## config.mk

```make
export PLATFORM = sky130hd
export DESIGN_NAME = sorted_priority_queue
export DESIGN_NICKNAME = d
export VERILOG_FILES = /design/src/hdl/spq_pkg.sv /design/src/hdl/spq_ctrl.sv /design/src/hdl/spq_datapath.sv /design/src/hdl/sorted_priority_queue.sv
export VERILOG_INCLUDE_DIRS = /design/src /design/src/hdl
export SDC_FILE = /design/constraint.sdc
export NUM_CORES = 1
export LEC_CHECK = 0
export ABC_AREA = 1
export BUFFER_PORTS_ARGS = -buffer_cell sky130_fd_sc_hd__buf_2
export CORE_ASPECT_RATIO = 1.2
export CORE_MARGIN = 2
export CORE_UTILIZATION = 35
export CTS_CLUSTER_DIAMETER = 150
export DETAILED_ROUTE_END_ITERATION = 6
export GPL_ROUTABILITY_DRIVEN = 0
export PLACE_DENSITY = 0.47
export SYNTH_ARGS = -nofsm -noshare
export SYNTH_HDL_FRONTEND = slang
export SYNTH_HIERARCHICAL = 1
export SYNTH_SLANG_ARGS = --single-unit
```

## constraint.sdc

```tcl
create_clock -name clk -period 7.2 [get_ports clk]
set_clock_uncertainty 0.2 [all_clocks]
set_input_delay 1.08 -clock clk [delete_from_list [all_inputs] [get_ports clk]]
set_output_delay 1.08 -clock clk [all_outputs]
set_load 0.02 [all_outputs]
```

## src/hdl/sorted_priority_queue_macros.svh

```systemverilog
// Assertion macros shared by the sorted priority queue RTL.
// Included by the files that carry concurrent checks; depends on nothing.
`ifndef SORTED_PRIORITY_QUEUE_MACROS_SVH
`define SORTED_PRIORITY_QUEUE_MACROS_SVH

// Property that must hold at every clock edge outside reset.
`define SPQ_ASSERT(lbl, clk, rst_n, prop, msg) \
	lbl: assert property (@(posedge clk) disable iff (!rst_n) (prop)) else $error(msg);

// Implication checked in the same cycle.
`define SPQ_ASSERT_IMP(lbl, clk, rst_n, ante, cons, msg) \
	lbl: assert property (@(posedge clk) disable iff (!rst_n) (ante) |-> (cons)) \
		else $error(msg);

`endif

```

## src/hdl/spq_pkg.sv

```systemverilog
// Shared types and codes for the sorted priority queue.
// Used by the controller, the datapath and the top level; no dependencies.
`timescale 1ns / 1ps

package spq_pkg;

	localparam logic REQ_PUSH = 1'b0;
	localparam logic REQ_POP  = 1'b1;

	localparam logic [1:0] ST_DONE  = 2'd0;
	localparam logic [1:0] ST_EMPTY = 2'd1;
	localparam logic [1:0] ST_FULL  = 2'd2;

	typedef enum logic [2:0] {
		S_IDLE,
		S_PUSH_CHK,
		S_PUSH_CMP,
		S_POP_WAIT
	} state_t;

	// controller -> datapath
	typedef struct packed {
		logic push_init;
		logic push_rd;
		logic shift_wr;
		logic write_new;
		logic pop_rd;
		logic pop_done;
		logic res_empty;
		logic res_full;
	} cmd_t;

	// datapath -> controller
	typedef struct packed {
		logic empty;
		logic full;
		logic at_head;
		logic shift;
	} sts_t;

endpackage

```

## src/hdl/spq_ctrl.sv

```systemverilog
// Sequencer for the sorted priority queue: decodes requests and steps
// the insertion scan. Depends on spq_pkg.
`timescale 1ns / 1ps

module spq_ctrl (
	input  logic          clk,
	input  logic          arst_n,
	input  logic          start,
	input  logic          req_type,
	input  spq_pkg::sts_t sts,
	output spq_pkg::cmd_t cmd,
	output logic          busy
);
	import spq_pkg::*;

	state_t state_q;
	state_t state_nx;

	always_ff @(posedge clk or negedge arst_n) begin
		if (!arst_n) begin
			state_q <= S_IDLE;
		end else begin
			state_q <= state_nx;
		end
	end

	always_comb begin
		state_nx = state_q;
		case (state_q)
			S_IDLE: begin
				if (start) begin
					if (req_type == REQ_POP) begin
						if (!sts.empty) state_nx = S_POP_WAIT;
					end else begin
						if (!sts.full) state_nx = S_PUSH_CHK;
					end
				end
			end
			S_PUSH_CHK: begin
				if (sts.at_head) state_nx = S_IDLE;
				else state_nx = S_PUSH_CMP;
			end
			S_PUSH_CMP: begin
				if (sts.shift) state_nx = S_PUSH_CHK;
				else state_nx = S_IDLE;
			end
			S_POP_WAIT: state_nx = S_IDLE;
			default:    state_nx = S_IDLE;
		endcase
	end

	always_comb begin
		cmd  = '0;
		busy = 1'b1;
		case (state_q)
			S_IDLE: begin
				busy = 1'b0;
				if (start) begin
					if (req_type == REQ_POP) begin
						cmd.res_empty = sts.empty;
						cmd.pop_rd    = !sts.empty;
					end else begin
						cmd.res_full  = sts.full;
						cmd.push_init = !sts.full;
					end
				end
			end
			S_PUSH_CHK: begin
				cmd.write_new = sts.at_head;
				cmd.push_rd   = !sts.at_head;
			end
			S_PUSH_CMP: begin
				// held entry ranks lower: move it one slot toward the tail
				cmd.shift_wr  = sts.shift;
				cmd.write_new = !sts.shift;
			end
			S_POP_WAIT: cmd.pop_done = 1'b1;
			default:    busy = 1'b1;
		endcase
	end

endmodule

```

## src/hdl/spq_datapath.sv

```systemverilog
// Entry memory, ring pointers, count and result registers of the queue.
// Depends on spq_pkg and sorted_priority_queue_macros.svh.
`timescale 1ns / 1ps
`include "sorted_priority_queue_macros.svh"

module spq_datapath #(
	parameter int DEPTH = 16
) (
	input  logic               clk,
	input  logic               arst_n,
	input  spq_pkg::cmd_t      cmd,
	input  logic        [15:0] task_id,
	input  logic signed [15:0] priority_req,
	output spq_pkg::sts_t      sts,
	output logic               done,
	output logic        [15:0] popped_task,
	output logic        [1:0]  status,
	output logic        [4:0]  entry_count
);
	import spq_pkg::*;

	localparam int AW = $clog2(DEPTH);
	localparam int CW = $clog2(DEPTH + 1);

	logic [31:0]   mem [DEPTH];
	logic [31:0]   rdata_q;
	logic [31:0]   entry_q;
	logic [AW-1:0] head_q;
	logic [AW-1:0] wp_q;
	logic [CW-1:0] k_q;
	logic [CW-1:0] count_q;
	logic          done_q;
	logic [15:0]   res_task_q;
	logic [1:0]    res_status_q;
	logic [4:0]    res_count_q;

	logic [AW:0]   tail_sum;
	logic [AW-1:0] tail;
	logic [AW-1:0] rp;
	logic [AW-1:0] head_inc;
	logic [AW-1:0] raddr;
	logic [31:0]   wdata;
	logic          we;
	logic          rd_en;
	logic [CW-1:0] count_nx;
	logic [31:0]   count_ext;

	// ring position just past the last held entry
	assign tail_sum = (AW + 1)'(head_q) + (AW + 1)'(count_q);
	always_comb begin
		if (tail_sum >= (AW + 1)'(DEPTH)) tail = AW'(tail_sum - (AW + 1)'(DEPTH));
		else tail = tail_sum[AW-1:0];
	end

	assign rp       = (wp_q == '0) ? AW'(DEPTH - 1) : wp_q - AW'(1);
	assign head_inc = (head_q == AW'(DEPTH - 1)) ? '0 : head_q + AW'(1);

	assign raddr = cmd.pop_rd ? head_q : rp;
	assign rd_en = cmd.pop_rd | cmd.push_rd;
	assign we    = cmd.shift_wr | cmd.write_new;
	assign wdata = cmd.shift_wr ? rdata_q : entry_q;

	always_ff @(posedge clk) begin
		if (we) mem[wp_q] <= wdata;
		if (rd_en) rdata_q <= mem[raddr];
	end

	always_comb begin
		count_nx = count_q;
		if (cmd.write_new) count_nx = count_q + CW'(1);
		else if (cmd.pop_done) count_nx = count_q - CW'(1);
	end

	assign count_ext = 32'(count_nx);

	always_ff @(posedge clk) begin
		if (cmd.push_init) begin
			entry_q <= {priority_req, task_id};
			wp_q    <= tail;
		end else if (cmd.shift_wr) begin
			wp_q <= rp;
		end
		if (cmd.push_init) k_q <= count_q;
		else if (cmd.shift_wr) k_q <= k_q - CW'(1);
		res_task_q   <= cmd.pop_done ? rdata_q[15:0] : 16'd0;
		res_status_q <= cmd.res_empty ? ST_EMPTY : (cmd.res_full ? ST_FULL : ST_DONE);
		res_count_q  <= count_ext[4:0];
	end

	always_ff @(posedge clk or negedge arst_n) begin
		if (!arst_n) begin
			head_q  <= '0;
			count_q <= '0;
			done_q  <= 1'b0;
		end else begin
			if (cmd.pop_done) head_q <= head_inc;
			count_q <= count_nx;
			done_q  <= cmd.res_empty | cmd.res_full | cmd.write_new | cmd.pop_done;
		end
	end

	assign sts.empty   = (count_q == '0);
	assign sts.full    = (count_q == CW'(DEPTH));
	assign sts.at_head = (k_q == '0);
	assign sts.shift   = $signed(rdata_q[31:16]) < $signed(entry_q[31:16]);

	assign done        = done_q;
	assign popped_task = res_task_q;
	assign status      = res_status_q;
	assign entry_count = res_count_q;

	`SPQ_ASSERT(a_count_bound, clk, arst_n, count_q <= CW'(DEPTH), "count above depth")
	`SPQ_ASSERT_IMP(a_empty_report, clk, arst_n, done_q && res_status_q == ST_EMPTY,
		count_q == '0 && res_task_q == 16'd0, "empty status with entries held")
	`SPQ_ASSERT_IMP(a_full_report, clk, arst_n, done_q && res_status_q == ST_FULL,
		count_q == CW'(DEPTH), "full status while not full")
	`SPQ_ASSERT_IMP(a_count_step, clk, arst_n, count_q != $past(count_q),
		$past(cmd.write_new) || $past(cmd.pop_done), "count moved without a request")

endmodule

```

## src/hdl/sorted_priority_queue.sv

```systemverilog
// Sorted priority queue. A pop passes through S_POP_WAIT before its result strobe,
// an empty/full reject goes straight to it; a push first runs the single-port
// read/compare/write insertion scan from the tail toward the head.
// busy is low again in the cycle the result is shown; the receiver cannot stall.
// Asynchronous reset empties the queue; the entry memory is not cleared.
`timescale 1ns / 1ps

module sorted_priority_queue #(
	parameter int DEPTH = 16
) (
	input  logic               clk,
	input  logic               arst_n,
	input  logic               start,
	input  logic               req_type,
	input  logic        [15:0] task_id,
	input  logic signed [15:0] priority_req,
	output logic               busy,
	output logic               done,
	output logic        [15:0] popped_task,
	output logic        [1:0]  status,
	output logic        [4:0]  entry_count
);
	import spq_pkg::*;

	cmd_t cmd;
	sts_t sts;

	spq_ctrl u_ctrl (
		.clk      (clk),
		.arst_n   (arst_n),
		.start    (start),
		.req_type (req_type),
		.sts      (sts),
		.cmd      (cmd),
		.busy     (busy)
	);

	spq_datapath #(
		.DEPTH (DEPTH)
	) u_dp (
		.clk          (clk),
		.arst_n       (arst_n),
		.cmd          (cmd),
		.task_id      (task_id),
		.priority_req (priority_req),
		.sts          (sts),
		.done         (done),
		.popped_task  (popped_task),
		.status       (status),
		.entry_count  (entry_count)
	);

endmodule
```

# [After elaboration in Yosys (flattened, before gate mapping)]
# Memories as Yosys holds them, arrays and structs flattened. A register that Yosys moved wholly into a read port is not among the register bits.
# Index checks and enable logic that the tools add are counted.
# W data, S select, Z words.
[totals] in_bits=36 elab_cells=79 regBits=77 memories=1 ram_bits=512
[mem_list] name="u_dp.mem" words=16 word_bits=32 rd=1 rd_ports_with_merged_regs=1 write_ports=1 line_no="spq_datapath.sv:25" source="logic [31:0] mem [DEPTH];"
[op_classes] n_reduce_logical=10 eq_ne=8 muxes=36 n_lt_le_gt_ge=2 bitwise_logic=5 addsub=7
[ops] op="$mux W32" n=1
[ops] op="$mux W4" n=6
[ops] op="$mux W5" n=4
[ops] op="$lt A16 B16 Y1" n=1
[ops] op="$mux W1" n=15
[ops] op="$mux W3" n=4
[ops] op="$logic_not A5 Y1" n=2
[ops] op="$sub A5 B1 Y5 const B" n=2
[ops] op="$pmux W3 S3" n=1
[ops] op="$mux W2" n=4
[ops] op="$sub A4 B1 Y4 const B" n=2
[ops] op="$eq A3 B2 Y1 const B" n=2
[ops] op="$ne A3 B3 Y1 const B" n=2
[ops] op="$add A4 B5 Y5" n=1
[ops] op="$add A5 B1 Y5 const B" n=1
[ops] op="$eq A5 B5 Y1 const B" n=1
[ops] op="$ge A5 B5 Y1 const B" n=1
[ops] op="$or A1 B1 Y1" n=5
[ops] op="$add A4 B1 Y4 const B" n=1
[ops] op="$eq A4 B4 Y1 const B" n=1
[ops] op="$logic_not A1 Y1" n=4
[ops] op="$logic_not A4 Y1" n=1
[ops] op="$eq A3 B1 Y1 const B" n=1
[ops] op="$logic_not A3 Y1" n=1
[ops] op="other kinds (4)" n=4

# [Depth between registers and ports, before layout]
# Gate-level depths: netlist (run 1).
[logic_depth] depth_word=7 ltp_mapped=21 ltp_nobuf=20

# [Hierarchy]
# Netlist (run 1), hierarchy kept.
[by_module_without_submodules] module="spq_datapath" seq_area_each_um2=18277.5 n_inst=1 area_each_um2=26571.7 cells_each=2466
[by_module_without_submodules] module="spq_ctrl" seq_area_each_um2=50.0 n_inst=1 area_each_um2=287.8 cells_each=45

# [Least setup slack after synthesis (run 1)]
# No wires, ideal clock.
[synth_path] path_type="input port to flip-flop" startpoint="in req_type" endpoint="reg u_dp.k_q[0], enable pin" t_arrival_ns=4.371 cell_stages=3 setup_time_ns=0.342 slack_ns=2.288 cell_sequence="nor3_1 > inv_1 > nand2_1"
[synth_via] elab_chain_cells=4
[synth_rtl] element="start: declaration" line_no="sorted_priority_queue.sv:14" source="input logic req_type,"
[synth_rtl] element="$mux W1" line_no="spq_ctrl.sv:59" source="if (req_type == REQ_POP) begin"
[synth_rtl] element="$mux W1" line_no="spq_ctrl.sv:58" source="if (start) begin"
[synth_rtl] element="$mux W1" line_no="spq_ctrl.sv:55" source="case (state_q)"
[synth_rtl] element="$reduce_bool A2 Y1 (no source line)"
[synth_rtl] element="end signal: assignment" line_no="spq_datapath.sv:83" source="if (cmd.push_init) k_q <= count_q;"
[synth_rtl] element="end signal: assignment" line_no="spq_datapath.sv:84" source="else if (cmd.shift_wr) k_q <= k_q - CW'(1);"
[synth_rtl] element="end: declaration" line_no="spq_datapath.sv:30" source="logic [CW-1:0] k_q;"
# No other way between the ends.
# A chain may end at the register's enable or synchronous reset.

==> results of run 1 <==
## flip-flops by register name, summed over array words and instances, names as in the netlist
name / count
u_dp/head_q: 4
u_dp/popped_task: 16
u_dp/done: 1
u_dp/status: 2
u_ctrl/state_q: 2
u_dp/rdata_q: 32
u_dp/count_q: 5
u_dp/mem: 512
u_dp/k_q: 5
u_dp/wp_q: 4
u_dp/entry_count: 5
u_dp/entry_q: 32
## synth_stat cells (2+ instances only)
cell,number,share of area
a31oi_1,2,0.00047
buf_2,75,0.014
nand2_1,687,0.096
or2_2,2,0.00047
buf_4,2,0.00056
inv_1,326,0.046
xor2_1,6,0.0020
buf_1,23,0.0032
o21ai_1,3,0.00056
edfxtp_1,585,0.65
dfxtp_1,23,0.017
nor2_1,33,0.0046
nand3_2,2,0.00075
a21oi_1,8,0.0015
nor3_1,6,0.0011
o21ai_0,31,0.0058
nand3_1,589,0.11
clkbuf_1,29,0.0041
dfrtp_1,12,0.011
xnor2_1,3,0.00098
buf_6,13,0.0055
ha_1,33,0.015
inv_2,2,0.00028
## cell usage in the layout (no fill, tap or decap), types with 4 or more instances in the layout
master,count
ha_1,33
clkbuf_1,14
buf_2,60
clkbuf_16,69
buf_4,40
inv_2,4
clkinv_2,9
inv_1,323
dfrtp_1,12
xor2_1,6
dfxtp_1,23
clkinv_1,13
a21oi_1,8
nor3_1,5
edfxtp_1,585
clkbuf_8,5
nor2_1,17
nand2_1,686
nand3_1,589
nor2_4,16
o21ai_0,21
o21ai_1,11
## kinds of logic after synthesis
kind of cell             Yosys count
multiplexers                       1
XOR/XNOR                           9
AND/OR/NAND/NOR                 1325
adder cells (fa/ha/maj)           34
buffers and inverters            471
flip-flops                       620
AO/OA/AOI/OAI                     51
## per-layer routing
metal / part of all wire / routed length, microns / GRT usage
met5: 0 / 0 / 0
met4: 0.025 / 1885 / 0.06179
met3: 0.054 / 4004 / 0.03218
met2: 0.48 / 35890 / 0.3200
met1: 0.44 / 32530 / 0.2478
## final cells by class
cell class / count / share of cell area
clock buffer: 88 / 0.06111
timing repair buffer: 102 / 0.02118
multi-input combinational: 1420 / 0.2228
inverter: 329 / 0.04092
sequential: 620 / 0.6061
tap: 1017 / 0.04208
clock inverter: 29 / 0.005875
## how the worst max path moves through the flow
stage	start	endpoint	slack (ns)	cells after the start
global placement	u_dp/rdata_q[31]	u_dp/mem[2][11]	2.09	14
finish	u_dp/rdata_q[27]	u_dp/mem[2][9]	2.01	17
CTS	u_dp/rdata_q[27]	u_dp/mem[2][20]	1.89	17
global route	u_dp/rdata_q[17]	u_dp/mem[2][20]	1.63	19
floorplan	req_type	u_dp/k_q[0]	2.29	3
detailed placement	u_dp/rdata_q[31]	u_dp/mem[2][11]	1.92	15
## per-stage QoR
step / utilization / cell area [sq um] / hold WS, ns / instances
6_report: 0.3966 / 30240 / 0.1524 / 3605
4_1_cts: 0.3963 / 30220 / 0.1192 / 3604
3_3_place_gp: 0.3698 / 28190 / 0.2904 / 3487
3_5_place_dp: 0.3698 / 28190 / 0.2874 / 3487
2_1_floorplan: - / 26860 / 0.2322 / 2511
5_1_grt: 0.3966 / 30240 / 0.1464 / 3605
## power by group
part           internal [W]  leakage [nW]  switching [W]
Combinational       0.00128          5.75        0.00370
Sequential          0.00482          5.63       0.000197
Clock               0.00184         0.989        0.00140
==> qor.csv, run 1 <==
metric,value,unit
cts_buffers,67,
slew_headroom,0.1191,
track_usage,0.1894,
synth-xor-area-share,0.002935,
drcViolationCount,0,
critical_path_buf_inv_count,4,
cp_max_fo,22,
ff2ff_setup_slack,2.01,ns
initial_core_util,0.3523,
ctsResizeCount,0,
drtAntennaViolNets,0,
nets,2610,
p_per_area,437.5,mW/mm^2
setup_viol,0,
setup_ws,2.005,ns
cts_buffer_depth,3,
synthFlopType,edfxtp_1,
yosys_warnings,6,
dp_hpwl,37550,microns
synth-simple-area-share,0.2147,
post-route-period-util,0.7215,
cp_top_family,simple AND/OR/NAND/NOR gates,
fmax,0.1925,GHz
slowest_stage,nor2_4,
clock_latency,0.61,ns
drtIter0Drc,1348,
path_cells,ha_1 -> nand2_1 -> inv_1 -> nand3_1 -> a31oi_1 -> nor3_1 -> nand2_1 -> nand2_1 -> nand2_1 -> inv_1 -> nand2_1 -> a21boi_0 -> nor2_1 -> inv_1 -> nand2_1 -> nor2_4 -> buf_4,
drv_slew,0,
yosys.area_share.adder,0.01612,
avgSynthCellArea,10.70,sq um
die_area,0.07898,sq mm
first_pass_iters,5,
yosys-mux-area-fraction,0.0003727,
synth.distinct_cells,39,
die_y,307.5,microns
async_flop_share,0.01935,
final.setup.tns,0,ns
antenna_cells,0,
clk_pin_slew_worst_paths,0.06,ns
tritoncts,built,
via_per_inst,4.962,
reg2reg_to,u_dp/mem[2][9],
numClockSinks,620,
cpPeakStageDelay,1.06,ns
finalHoldViolCount,0,
regArea,0.01833,sq mm
required,7.29,ns
startpoint_type,flip-flop,
synth_compound_area_frac,0.01029,
vias,17887,
grt_max_degree,156,
final_layout_size_suffix_gt1_frac,0.08771,
antenna_found_initial,0,
area_growth,12.59,%
cp_common_cell,nand2_1,
root_buffer,clkbuf_16,
synth_edf_count,585,
worst_pin_slew,1.318,ns
postCtsSetupBuffers,0,
top_level_ports,61,
ir_drop,0.0004280,V
reg2reg_depth,17,
core_area,0.07625,sq mm
ys_ff_latch,620,
synth_area,0.02686,sq mm
status,"complete, no violations",
drv_cap,0,
min_period,5.195,ns
grt-ovfl-total,0,
dp_slack,1.918,ns
grt_pass1_vias,17752,
avgRoutedWirePerCell,20.61,microns
arrival,5.28,ns
ctsHoldBuffers,0,
rows,111,
yosysSeqAreaShare,0.6823,
p_leak,12.37,nW
power,0.01323,W
die_w,256.9,microns
port-buffer-count,60,
crit_path_end_kind,flip-flop,
wl,74310,microns
cts.htree.levels,3,
postSynthCellCount,2511,
critPathKind,flip-flop to flip-flop,
hold_class,input port to async pin,
timing.rr.start,u_dp/rdata_q[27],
rsz0062_at_grt,false,
multi_input_area,0.006736,sq mm
syn_nets,2581,
grt_pass1_wl,112600,microns
synth_top_family_by_area,simple AND/OR/NAND/NOR gates,
fillers,7318,
(Power assumes the default switching activity.)
==> run 2: changes to the inputs <==
--- a/config.mk
+++ b/config.mk
@@ -14,7 +14,7 @@
 export CTS_CLUSTER_DIAMETER = 150
 export DETAILED_ROUTE_END_ITERATION = 6
 export GPL_ROUTABILITY_DRIVEN = 0
-export PLACE_DENSITY = 0.47
+export PLACE_DENSITY = 0.48
 export SYNTH_ARGS = -nofsm -noshare
 export SYNTH_HDL_FRONTEND = slang
 export SYNTH_HIERARCHICAL = 1
==> constraint.sdc (replaced) <==
create_clock -name clk -period 4.25 [get_ports clk]
set_clock_uncertainty 0.2 [all_clocks]
set_input_delay 0.6375 -clock clk [delete_from_list [all_inputs] [get_ports clk]]
set_output_delay 0.6375 -clock clk [all_outputs]
set_load 0.02 [all_outputs]
==> qor.csv, run 2 (same netlist as run 1, synthesis figures left out) <==
metric,value,unit,change
first_pass_iters,6,,+1
ctsResizeCount,0,,unchanged
postCtsSetupBuffers,0,,unchanged
fillers,7331,,+0.18%
arrival,3.79,ns,-1.49 ns
multi_input_area,0.006743,sq mm,about the same
vias,18128,,+1.3%
cts_buffers,68,,+1.5%
tritoncts,built,,
p_leak,12.80,nW,+3.5%
root_buffer,clkbuf_16,,
top_register,u_dp/mem,,
wl,74440,microns,+0.17%
grt_max_degree,136,,-13%
final.setup.tns,0,ns,unchanged
via_per_inst,4.914,,-0.96%
slew_headroom,0.3510,,+0.2319
die_area,0.07898,sq mm,unchanged
clock_latency,0.61,ns,about the same
die_w,256.9,microns,unchanged
final_cell_mix,"nand2_1 (686), nand3_1 (589), edfxtp_1 (585)",,
cpPeakStageDelay,0.62,ns,-0.44 ns
status,"complete, no violations",,
top_level_ports,61,,unchanged
required,4.40,ns,-2.89 ns
drcViolationCount,0,,unchanged
setup_ws,0.6071,ns,-1.398 ns
ir_drop,0.0004137,V,-3.3%
reg2reg_depth,13,,-4
largest_register_ffs,512,,unchanged
dp_slack,0.5671,ns,-1.351 ns
port-buffer-count,60,,unchanged
startpoint_type,flip-flop,,
fmax,0.2745,GHz,+43%
setup_viol,0,,unchanged
rsz0062_at_grt,false,,
antenna_found_initial,0,,unchanged
regArea,0.01833,sq mm,unchanged
antenna_cells,0,,unchanged
cp_common_cell,nand3_1,,
post-route-period-util,0.8572,,+0.1357
core_area,0.07625,sq mm,unchanged
nets,2689,,+3.0%
cp_max_fo,49,,+120%
ctsHoldBuffers,33,,+33
final_layout_size_suffix_gt1_frac,0.1025,,+0.01483
finalHoldViolCount,0,,unchanged
numClockSinks,620,,unchanged
worst_pin_slew,0.9735,ns,-0.3448 ns
grt_pass1_vias,17788,,+0.20%
slowest_stage,o21ai_4,,
rows,111,,unchanged
clk_pin_slew_worst_paths,0.06,ns,about the same
mostFrequentLayoutCell,nand2_1,,
crit_path_end_kind,flip-flop,,
reg.largest.list,"u_dp/mem (512), u_dp/entry_q (32), u_dp/rdata_q (32)",,
cts_buffer_depth,3,,unchanged
min_period,3.643,ns,-1.552 ns
cts.htree.levels,3,,unchanged
area_growth,15.75,%,
grt-ovfl-total,0,,unchanged
path_cells,inv_1 -> ha_1 -> nand2_1 -> nor2_1 -> nor3_1 -> buf_4 -> o21ai_4 -> inv_4 -> buf_12 -> nand3_1 -> nand3_1 -> nand3_1 -> nand2_1,,
drtAntennaViolNets,0,,unchanged
avgRoutedWirePerCell,20.18,microns,-2.1%
initial_core_util,0.3523,,unchanged
p_per_area,749.2,mW/mm^2,+71%
track_usage,0.1896,,about the same
critPathKind,flip-flop to flip-flop,,
die_y,307.5,microns,unchanged
grt_pass1_wl,112900,microns,+0.28%
dp_hpwl,43890,microns,+17%
drv_cap,0,,unchanged
drtIter0Drc,1673,,+24%
drv_slew,0,,unchanged
holdPathStages,5,,
hold_class,input port to flip-flop,,
run 2: cell types whose count changed in the layout (fill, tap and decap cells not counted), sizes merged, moves of 4 or more:
cell and delta:
buf +45, dlygate4sd3 +33, clkbuf +5, clkinv +4
run 2: power breakdown:
part	internal (W)	leakage, nW	switching, W	total (W)
Combinational	0.00250	6.16	0.00674	0.00925
Clock	0.00315	1.01	0.00238	0.00553
Sequential	0.00815	5.63	0.000360	0.00851
run 2: stage by stage:
stage / cells / hold WS [ns] / area [sq um] / power, W / util
final: 3689 / 0.1918 / 31090 / 0.02329 / 0.4078
after global routing: 3689 / 0.1995 / 31090 / 0.02468 / 0.4078
after CTS: 3689 / 0.1425 / 31090 / 0.02349 / 0.4078
after detailed placement: 3533 / 0.2720 / 28700 / 0.01788 / 0.3764
after global placement: 3533 / 0.2613 / 28700 / 0.01786 / 0.3764
after floorplan: 2511 / 0.1419 / 26860 / 0.01423 / -
run 2: final cells by class:
| class | count | share of cell area |
|---|---|---|
| Clock buffer | 93 | 0.06153 |
| Sequential cell | 620 | 0.5895 |
| Timing Repair Buffer | 180 | 0.04652 |
| Clock inverter | 30 | 0.004829 |
| Tap cell | 1017 | 0.04093 |
| Inverter | 329 | 0.03980 |
| Multi-Input combinational cell | 1420 | 0.2169 |
run 2: final timing paths:
path / start / to / slack, ns
worst max-delay path: u_dp/count_q[1] / u_dp/rdata_q[4] / 0.61
worst min-delay path: start / u_dp/status[1] / 0.19
worst max register to register: u_dp/count_q[1] / u_dp/rdata_q[4] / 0.61
worst min register to register: u_dp/rdata_q[2] / u_dp/popped_task[2] / 0.29
max in group asynchronous: arst_n / u_ctrl/state_q[0] / 3.36
min in group asynchronous: arst_n / u_dp/count_q[4] / 0.25
run 2: critical path, delay by kind of cell, from the launching register on:
family,cells,cell delay [ns]
fa+ha+maj,1,0.18
compound gates,1,0.62
buf+inv,4,1.09
flops,1,0.45
simple gates,7,0.78
run 2: routing by layer:
metal  part of all wire  GRT usage  vias to the layer above  routed length, microns
met1               0.46     0.2637                     8942                   34530
met2               0.47     0.3079                      474                   34840
met4              0.018    0.05571                        0                    1351
met3              0.050    0.02831                       86                    3721
li1                   -          -                     8626                       -
met5                  0          0                        -                       0
